[config.mk]
export PLATFORM = sky130hd
export DESIGN_NAME = m2a_merge
export DESIGN_NICKNAME = d
export VERILOG_FILES = /design/src/rtl/m2a_pkg.sv /design/src/rtl/m2a_merge.sv
export SDC_FILE = /design/constraint.sdc
export NUM_CORES = 1
export LEC_CHECK = 0
export ABC_AREA = 1
export BUFFER_PORTS_ARGS = -buffer_cell sky130_fd_sc_hd__clkbuf_2
export CAP_MARGIN = 20
export CELL_PAD_IN_SITES_DETAIL_PLACEMENT = 0
export CELL_PAD_IN_SITES_GLOBAL_PLACEMENT = 1
export CORE_MARGIN = 8
export CORE_UTILIZATION = 37
export CTS_CLUSTER_DIAMETER = 50
export CTS_CLUSTER_SIZE = 28
export DETAILED_ROUTE_END_ITERATION = 16
export PLACE_DENSITY = 0.91
export SLEW_MARGIN = 20
export SYNTH_ARGS = -nofsm -noshare
export SYNTH_HDL_FRONTEND = slang
export SYNTH_SLANG_ARGS = --single-unit
[constraint.sdc]
create_clock -name clk_i -period 1.5 [get_ports clk_i]
set_input_delay 0.225 -clock clk_i [delete_from_list [all_inputs] [get_ports clk_i]]
set_output_delay 0.225 -clock clk_i [all_outputs]
set_load 0.005 [all_outputs]
[src/rtl/m2a_pkg.sv]
// shared types and defaults for the 2x2 matrix arithmetic unit
// no dependencies
package m2a_pkg;

  localparam int DATA_WIDTH_DEF = 32;
  localparam int FRAC_BITS_DEF  = 16;
  localparam int NUM_ELEM       = 4;
  localparam int MODE_W         = 4;

  typedef enum logic [MODE_W-1:0] {
    MODE_ADD    = 4'd0,
    MODE_ADDS   = 4'd1,
    MODE_SUB    = 4'd2,
    MODE_SUBS   = 4'd3,
    MODE_MATMUL = 4'd4,
    MODE_SCALE  = 4'd5,
    MODE_MATVEC = 4'd6,
    MODE_DET    = 4'd7,
    MODE_INV    = 4'd8
  } mode_e;

  typedef enum logic [1:0] {
    LK_ZERO,
    LK_ADD,
    LK_MUL,
    LK_DOT
  } lane_kind_e;

  typedef struct packed {
    lane_kind_e kind;
    logic       sub;
  } lane_ctrl_t;

endpackage

[src/rtl/m2a_merge.sv]
// merging stage: picks lane or quotient results, handles singular inverse, output register
// depends on m2a_pkg
module m2a_merge import m2a_pkg::*; #(
  parameter int DATA_WIDTH = DATA_WIDTH_DEF,
  parameter int FRAC_BITS  = FRAC_BITS_DEF
) (
  input  logic                                   clk_i,
  input  logic                                   rst_ni,
  input  logic                                   en_i,
  input  logic                                   valid_i,
  input  logic                                   inv_i,
  input  logic signed [DATA_WIDTH-1:0]           lane_i [NUM_ELEM],
  input  logic        [NUM_ELEM-1:0]             lane_sat_i,
  input  logic signed [DATA_WIDTH-1:0]           det_i,
  input  logic                                   det_sat_i,
  input  logic        [DATA_WIDTH+FRAC_BITS-1:0] quo_i [NUM_ELEM],
  input  logic        [NUM_ELEM-1:0]             neg_i,
  output logic                                   valid_o,
  output logic signed [DATA_WIDTH-1:0]           r_o [NUM_ELEM],
  output logic signed [DATA_WIDTH-1:0]           det_o,
  output logic                                   singular_o,
  output logic                                   saturated_o
);

  localparam int QW = DATA_WIDTH + FRAC_BITS;

  logic signed [QW:0]           sv   [NUM_ELEM];
  logic signed [DATA_WIDTH-1:0] qc   [NUM_ELEM];
  logic        [NUM_ELEM-1:0]   qsat;
  logic signed [DATA_WIDTH-1:0] r_d  [NUM_ELEM];
  logic signed [DATA_WIDTH-1:0] det_d;
  logic                         sing_d, sat_d;

  always_comb begin
    for (int l = 0; l < NUM_ELEM; l++) begin
      sv[l]   = neg_i[l] ? -$signed({1'b0, quo_i[l]}) : $signed({1'b0, quo_i[l]});
      qsat[l] = (sv[l][QW:DATA_WIDTH-1] != {(QW-DATA_WIDTH+2){sv[l][QW]}});
      qc[l]   = !qsat[l] ? sv[l][DATA_WIDTH-1:0]
              : (sv[l][QW] ? {1'b1, {(DATA_WIDTH-1){1'b0}}}
                           : {1'b0, {(DATA_WIDTH-1){1'b1}}});
    end
    det_d  = det_i;
    sing_d = 1'b0;
    if (!inv_i) begin
      r_d   = lane_i;
      sat_d = (|lane_sat_i) | det_sat_i;
    end else if (det_i == '0) begin
      for (int l = 0; l < NUM_ELEM; l++) r_d[l] = '0;
      sing_d = 1'b1;
      sat_d  = 1'b0;
    end else begin
      r_d   = qc;
      sat_d = (|qsat) | det_sat_i;
    end
  end

  always_ff @(posedge clk_i or negedge rst_ni) begin
    if (!rst_ni) begin
      valid_o <= 1'b0;
    end else if (en_i) begin
      valid_o <= valid_i;
    end
  end

  always_ff @(posedge clk_i) begin
    if (en_i) begin
      r_o         <= r_d;
      det_o       <= det_d;
      singular_o  <= sing_d;
      saturated_o <= sat_d;
    end
  end

endmodule

# --- After elaboration in Yosys (flattened, before gate mapping) ---
# Index checks and enable logic that the tools add are counted.
word_totals:
  reg_bits: 163
  latchBits: 0
  ram_bits: 0
  mem_bits_ro: 0
  in_bits: 366
  output_inout_bits: 163
  word_cells: 38
  n_memories: 0
op_classes:
  n_addsub: 4
  n_mul: 0
  div: 0
  n_lt_le_gt_ge: 0
  eq_ne: 4
  n_shift: 0
  muxes: 17
  bitwise: 2
  n_reduce_logical: 3
ops:
  columns: ["op", "n"]
  rows:
  - ["$mux 128", 2]
  - ["$mux 32", 8]
  - ["$mux 49", 4]
  - ["$neg 48->49", 4]
  - ["$ne 17x17->1", 4]
  - ["$logic_not 32->1", 1]
  - ["$reduce_or 4->1", 2]
  - ["$mux 1", 3]
  - ["$or 1x1->1", 2]

# --- Logic depth before layout (Yosys ltp) ---
# Gate-level depths: netlist (run 1).
logic_depth:
  depth_word: 7
  mapped_depth: 22
  depth_no_buf: 21

# --- Least setup slack after synthesis (run 1) ---
# No wires, ideal clock.
synth_path:
  path_kind: "input port to flip-flop"
  from: "input port quo_i[48] (netlist bit)"
  to: "register r_o[58] (netlist bit), data pin"
  setup_ns: 0.256
  arrival_time_ns: 2.138
  slack_ns: -0.895
  stages: 16
  path_buffers: 3
  path_cell_list: "inv_1 -> ha_1 -> nand3_1 -> nor2_1 -> and2_1 -> a21oi_1 -> buf_2 -> nand3_1 -> nand2_1 -> nand2_1 -> nor2_2 -> nand3_2 -> buf_2 -> buf_6 -> nor2_1 -> o21ai_1"
synth_lines:
  columns: ["item", "line_no", "source"]
  rows:
  - ["start: declaration", "m2a_merge.sv:16", "input logic [DATA_WIDTH+FRAC_BITS-1:0] quo_i [NUM_ELEM],"]
  - ["end signal: assignment", "m2a_merge.sv:67", "r_o <= r_d;"]
  - ["end: declaration", "m2a_merge.sv:19", "output logic signed [DATA_WIDTH-1:0] r_o [NUM_ELEM],"]

==> results summary, run 1 <==
The flow ran to the end, but the final reports show violations. The checks that failed: negative setup slack. The final critical-path share of the clock period is 155%. Headroom to the max-slew limit came out at between 60 and 70%. The number of distinct library cells after synthesis is 40. The count of state elements after synthesis came out at 163.

Setup violations remaining at the end of the flow were counted as approximately 130. The max-slew violation count is 0. The clock-pin transition on the worst setup and hold timing paths came out at roughly 0.080 ns. The routed layout has around 20000 vias. Each instance of the synthesized netlist takes up on average between 6 and 7 um^2. For this design the ratio of total power to cell area is about 600 nW/um^2.

The worst setup slack before clock tree synthesis came out at -1.28 ns. The fraction of final layout cells sized beyond drive strength 1 is between 50% and 60%. The final layout contains routed wiring with a total length of 75.8 mm. The share of total power in the clock network is 29.2%. The source-to-sink clock delay at the later pin of the worst-skew pair is 0.46 ns. The design internal power is 10.4 mW.

The number of endpoints with negative hold slack in the final report came to 0. In the layout the commonest cells are nand2_1, buf_4, clkbuf_2. At the pin with the least slew margin, the transition time is about 0.47 ns. The pin count of the biggest net entering global routing is 36. The area of the multi-input gates is 10700 um^2. The count of yosys warnings during synthesis is 0. At the end of routability-driven placement, the weighted congestion stood at about 1.1. The min-delay analysis places its worst path in the category primary input to flop.

For this design the static power due to leakage is between 10 and 15 nW. The area overhead of the layout relative to synthesis came out at 80.4%. Detailed placement finished with a half-perimeter wire length of between 50 and 60 mm. By area the synthesized netlist is led by edfxtp_1, nand2_1, nor2_1. The first routing iteration left about 1900 violations.

The number of global-route vias before repair is 19900. The largest area contributor in the synthesized netlist is edfxtp_1. The register area came out at a little under 5000 um^2. Dividing the detail-routed wire length by the instance count gives around 20 um. The number of sinks handled by clock tree synthesis is around 160. The detailed-router iteration count before antenna repair is 6. Counting along the longest clock path gives a buffer depth of 2. The commonest non-fill, non-tap cell in the layout is nand2_1. The core region area came out at slightly below 40000 um^2.

The effective utilization at floorplan is a little under two fifths. The I/O pin count is about 530. The floorplan die height came out at ~210 um.

The time the final worst path needs with I/O delays and setup is between 2 and 2.5 ns. The synthesized netlist cell count is about 2200. The area enclosed by the die boundary is about 46000 um^2. The filler cells instantiated in the layout total about 3100. The portion of the post-synthesis area used by sequential elements came out at 33.9%. The initial antenna violation count came out at 7. Summed over all layers, the global routing overflow is 0. The placement-stage cell area is 22100 um^2. The arrival time of data at the critical path endpoint came out at between 2 and 3 ns. Row generation in the floorplan step produced 72 rows.

The design area came out at ~26000 um^2. The net switching power came out at around 5.1 mW. The wire length of the first global-routing pass came out at approximately 110 mm. The final-stage net count is 3710. Setup repair after global routing could not meet its margin everywhere. STA classifies the critical path startpoint as a primary input. In the global route stage, overall resource usage came out at between 30% and 40%. Counting the buffers created by CTS gives 17. The number of port buffers came out at roughly 530.

For this run, the top clock speed supported by timing is 431 MHz. The proportion of total power due to net switching came out at around a third. The residual DRC count came out at 0. The netlist area before placement came out at between 10000 and 15000 um^2.

STA classifies the critical path endpoint as a flop. The tree is rooted in a clkbuf_16. The floorplan step set the die width to about 210 um. The worst clock skew is 0 ns. The worst IR drop on VDD came out at 823 uV. The fraction of synthesized cell area taken by the top area cell type is 33.7%. The setup path with the least slack is of type primary input to flop. The post-layout worst setup margin is -0.820 ns. The largest fanout on the critical path came out at 6. Combinational cells account for a little over a third of the total power. The required arrival time at the worst endpoint came out at 1.79 ns. The share of total power in sequential cells is a little over a third. TritonCTS built the clock tree. The post-synth net total is roughly 2600. The H-tree was split into 4 levels. The number of max-cap violations is 0.

The post-detailed-route via-to-cell ratio is ~5.3. The detail route stage leaves a number of antenna-violating nets equal to 0.
[power by group through the flow]
stage          logic, mW  clock network [mW]  registers, mW
2_1_floorplan       1.66                   0           5.74
3_3_place_gp        4.43                   0           5.70
3_5_place_dp        4.49                   0           5.70
4_1_cts             4.90                4.55           5.61
5_1_grt             5.75                4.73           5.65
6_report            5.41                4.54           5.61
[through the flow]
stage               std cells  hold slack [ns]  power, mW  utilization, %  TNS [ns]
CTS                      3847          0.00321       15.1            63.4    -68.71
global route             3874           0.0144       16.1            67.5    -97.99
floorplan                2210          -0.0706       7.40               -    -78.56
finish                   3875           0.0272       15.6            67.5    -86.98
global placement         3748          0.00484       10.1            57.2   -140.83
detailed placement       3748          0.00661       10.2            57.2   -146.91
[Yosys cell counts, drive strengths merged]
master	number
a21oi	25
nor2	494
and2	6
xor2	84
o21bai	29
o31ai	2
nor4	8
o21ai	140
clkbuf	28
nand4	42
edfxtp	162
or4	1
ha	4
dfrtp	1
mux2	1
a31oi	1
or2	1
xnor2	36
buf	35
nand3b	6
and3	2
nand2	688
inv	192
nor3	8
clkinv	3
nand3	211
[flip-flops by register name, summed over array words and instances (netlist names)]
| register | cells |
|---|---|
| r_o | 128 |
| det_o | 32 |
| saturated_o | 1 |
| singular_o | 1 |
| valid_o | 1 |
[per-layer routing]
layer | GRT usage [%] | vias to the layer above | wire [um]
met2 | 50.9 | 1310 | 36100
met3 | 7.56 | 368 | 7520
met5 | 0 | - | 37
li1 | - | 9421 | -
met4 | 15.8 | 6 | 4690
met1 | 34.6 | 9373 | 27400
[worst paths after layout]
kind                       depth (start not counted)       start  slack (ns)       to
min in group asynchronous                          2      rst_ni        0.07  valid_o
min reg2reg                                        1     valid_o        0.51  valid_o
min                                                3  lane_i[46]        0.03  r_o[46]
max reg2reg                                        1     valid_o        0.76  valid_o
max in group asynchronous                          2      rst_ni        1.34  valid_o
max                                               18   quo_i[25]       -0.82  r_o[11]
[area by class of cell]
| cell class | instances | area share [%] |
|---|---|---|
| multi-input cells | 1789 | 41.3 |
| repair buffers | 1174 | 32.1 |
| flip-flops and latches | 163 | 18.8 |
| inverters | 195 | 3.06 |
| well taps | 518 | 2.49 |
| clock buffers | 19 | 1.66 |
| clock inverters | 13 | 0.577 |
| diodes | 4 | 0.0385 |
[repair_timing]
action	in CTS	in global routing
resized for setup	268	392
setup endpoints to repair	128	129
hold buffers	19	0
setup buffers	39	23
hold endpoints to repair	19	0
pin swaps	69	86
cloned	12	6
[worst max-delay path: stages]
cell and delay, ns:
clkbuf_2 0.14, nor2_1 0.23, buf_4 0.16, nand2_1 0.07, nor2_2 0.15, nand4_1 0.18
nand2_1 0.10, nand2_1 0.08, nand3_1 0.09, nand2_1 0.05, a21oi_1 0.12, nand2_1 0.11
nor2_4 0.15, nand2_4 0.10, nand2_4 0.11, nand2_8 0.12, clkbuf_16 0.20, o21bai_1 0.19
[cell families after synthesis]
group / Yosys count / share of synthesized area, %
AOI/OAI and AO/OA: 197 / 8.08
and+or+nand+nor: 1467 / 42.8
muxes: 1 / 0.0780
xor gates and xnor gates: 120 / 7.28
buffers and inverters: 258 / 7.53
DFF: 163 / 33.9
adders and majority gates: 4 / 0.347
Note: power is estimated with default switching activity, not from simulation.
==> inputs of run 2 (changes only) <==
--- a/config.mk
+++ b/config.mk
@@ -11,11 +11,11 @@
 export CELL_PAD_IN_SITES_DETAIL_PLACEMENT = 0
 export CELL_PAD_IN_SITES_GLOBAL_PLACEMENT = 1
 export CORE_MARGIN = 8
-export CORE_UTILIZATION = 37
+export CORE_UTILIZATION = 30
 export CTS_CLUSTER_DIAMETER = 50
 export CTS_CLUSTER_SIZE = 28
 export DETAILED_ROUTE_END_ITERATION = 16
-export PLACE_DENSITY = 0.91
+export PLACE_DENSITY = 0.77
 export SLEW_MARGIN = 20
 export SYNTH_ARGS = -nofsm -noshare
 export SYNTH_HDL_FRONTEND = slang
==> constraint.sdc (replaced) <==
create_clock -name clk_i -period 2.91 [get_ports clk_i]
set_input_delay 0.4365 -clock clk_i [delete_from_list [all_inputs] [get_ports clk_i]]
set_output_delay 0.4365 -clock clk_i [all_outputs]
set_load 0.005 [all_outputs]
==> run 2 against run 1 <==
  * The flow now finishes without violations
  * Sequential cell count unchanged
  * Routed wire length decreased by 8.1%
  * Die area increased by 22%
  * Via count decreased by 13%
  * Power decreased by 51%
  * Largest cell class unchanged
  * Largest power group unchanged
==> results summary, run 2 (same netlist as run 1, synthesis figures left out) <==
Tracing the worst setup path back leads to its startpoint at quo_i[48]. The area of the multi-input gates is 8510 um^2 (-21%). The number of inserted diodes is 0 (-4).

The clock-pin transition on the worst setup and hold timing paths is 0.08 ns (about the same). The deepest level of the CTS H-tree came out at 4 (unchanged). The routability congestion estimate came out at 0.960 (-9.2%).

The fraction of final layout cells sized beyond drive strength 1 came out at 34.6% (-17 points). The initial antenna violation count came out at 1 (-6). The number of sinks handled by clock tree synthesis came out at 163 (unchanged). The worst setup path is launched from a primary input.

The floorplan die height is 235 um (+10%). The worst path in the final design needs a cycle of about 2.7 ns, including I/O delays and setup. The wire length of the first global-routing pass is 106 mm (-0.62%). The fill cell total of the finished layout came out at 5067 (+66%). The worst path buffer plus inverter count is 4 (+1). The final-stage net count came out at 3486 (-6.0%). The total clock buffers created by CTS came out at 17 (unchanged).

Ranked by flip-flop count, first place goes to r_o. The final setup violation count is 0 (-100%). Leaving out fill and tap cells, the most frequent cell in the layout is nand2_1. The CTS tree is built. The origin of the critical flop-to-flop path is valid_o. The number of global-route vias before repair came to 18300 (-8.1%).

The final worst hold slack was 0.144 ns (+0.116 ns). The endpoint identified for the worst register-to-register timing path is valid_o. The half-perimeter wire length after detailed placement came out at 59.8 mm (+5.7%). The capturing instance or port of the critical path is r_o[53].

In this run the clock root is driven by a clkbuf_16. The number of port buffers came out at 528 (unchanged). The largest registers in the layout are r_o (128), det_o (32). The arrival time of data at the critical path endpoint came out at 2.97 ns (+0.36 ns).

The relative slew slack is 52.4% (-16 points). The total wire length came out at 69.6 mm (-8.1%). The I/O pin count came out at 529 (unchanged).

The detail-routed net length per standard cell came out at 18.6 um (-4.9%). The number of nets still failing antenna checks after routing is 0 (unchanged). The pin slew with the least headroom to its limit came out at 0.713 ns (+0.247 ns).

The number of endpoints with negative hold slack in the final report came out at 0 (unchanged). The area enclosed by the die boundary came out at 55400 um^2 (+22%). The flow ran to the end, and the final reports show no timing, DRC or antenna violations. Traced cell by cell, the critical path runs through clkbuf_2, inv_1, ha_1, nand3_1, nor2_2, buf_4, nand3_1, nand2_2, nand2_1, xor2_1, nand3_1, nand2_1, nand2_1, nor2_2, nand3_4, buf_4, nor2_1, o21ai_2. The number of rows created at floorplan is 80 (+11%). The post-layout worst setup margin is 0.165 ns (+0.984 ns). The effective utilization at floorplan is 30.3% (-7.1 points).

The source-to-sink clock delay at the later pin of the worst-skew pair came out at 0.48 ns (+0.02 ns). The worst IR drop on VDD came out at 310 uV (-62%). The number of gates on the worst path with buffers counted came to 18 (unchanged). The register area is 4890 um^2 (unchanged). The slack of the worst reg-to-reg path came out at 2.15 ns (+1.39 ns). The residual DRC count came out at 0 (unchanged). The total number of vias is 17900 (-13%). The maximum clock path buffer count is 2 (unchanged).

The largest fanout on the critical path came out at 10 (+4). The pin count of the biggest net entering global routing came out at 50 (+39%). The number of flip-flops in the largest register is 128 (unchanged). The slowest stage of the critical path is the nor2_2 cell.

Broken down by cell family, the worst path's largest delay share belongs to simple AND/OR/NAND/NOR gates. The power per cell area is 352 nW/um^2 (-41%). The final sum of negative setup slack is 0 ns (+86.98 ns). The overall routing resource usage is 24.3% (-5.7 points). The detailed-router iteration count before antenna repair came out at 5 (-1). The max-slew violation count is 0 (unchanged). The top cell types in the final layout, fill and taps aside, are nand2_1, clkbuf_2, nor2_1. The count of routing violations after the opening detailed-route iteration is 1071 (-45%).

The final critical-path share of the clock period came out at a little over nine tenths. In this run the worst hold path is classified as primary input to flop. The core region area came out at 47600 um^2 (+24%).

The required arrival time at the worst endpoint is 3.13 ns (+1.34 ns). The worst clock skew came out at 0 ns (unchanged). The x dimension of the die was 235 um (+10%). The area overhead of the layout relative to synthesis came out at 49.0%. The worst setup slack before clock tree synthesis is -0.531 ns (+0.751 ns). STA classifies the critical path endpoint as a flop. The worst reg2reg path depth came out at 1 (unchanged). The residual overflow from global routing came out at 0 (unchanged). The post-detailed-route via-to-cell ratio is 4.77 (-9.8%). The leakage power is 10.8 nW (-13%). The longest individual stage delay on the worst path is 0.23 ns (about the same).

By startpoint and endpoint, the worst setup path is classified as primary input to flop. The post-route core utilization is 45.1% (-22 points). The number of max-cap violations is 0 (unchanged). The timing-limited maximum frequency came out at 364 MHz.
run 2: changes by cell type in the layout (fill, tap and decap cells not counted), moves of 19 or more:
cell      before  now
buf_4        570  409
buf_6         26    1
clkbuf_2     508  527
nand2_1      590  673
nand2_2       79   14
nand3_1      173  205
nand3_2       30    5
nor2_1       231  454
nor2_2       130   31
nor2_4       132    8
o21ai_0       29   56
o21ai_1       32   64
o21ai_2       64   20
run 2: power breakdown:
part           internal, mW  switching [mW]
combinational         0.932            1.21
sequential             2.83          0.0705
clock                  1.42            1.10
total                  5.18            2.39
run 2: worst min path at each step:
stage	startpoint	end	slack, ns	cells after the start
6_report	det_i[13]	det_o[13]	0.14	1
5_1_grt	det_i[11]	det_o[11]	0.12	1
4_1_cts	det_i[13]	det_o[13]	0.11	1
3_5_place_dp	rst_ni	valid_o	0.22	1
3_3_place_gp	rst_ni	valid_o	0.21	1
2_1_floorplan	rst_ni	valid_o	0.14	0
run 2: layout make-up:
class,count,share of cell area [%]
Inverter,195,3.41
Multi-Input combinational cell,1789,39.6
Tap cell,615,3.58
Clock inverter,13,0.844
Timing Repair Buffer,950,27.8
Clock buffer,19,2.11
Sequential cell,163,22.7
run 2: repair_timing:
| item | in CTS | in global routing |
|---|---|---|
| setup endpoints to repair | 1 | 58 |
| hold endpoints to repair | 1 | 0 |
| buffers inserted | 0 | 0 |
| resized for setup | 1 | 20 |
| hold buffers | 1 | 0 |
run 2: metrics by stage:
| step | power (mW) | cells | instance area (um^2) |
|---|---|---|---|
| CTS | 7.62 | 3744 | 21500 |
| global route | 7.91 | 3744 | 21500 |
| finish | 7.57 | 3744 | 21500 |
| floorplan | 3.78 | 2210 | 14400 |
| detailed placement | 5.08 | 3711 | 20800 |
| global placement | 5.07 | 3711 | 20800 |
run 2: routing by layer:
metal  up-vias  routed length, um  global-route usage [%]
met4         0               1420                    6.29
li1       8963                  -                       -
met1      8287              30900                    30.8
met5         -                  0                       0
met2       526              34000                    42.7
met3        79               3260                    3.82
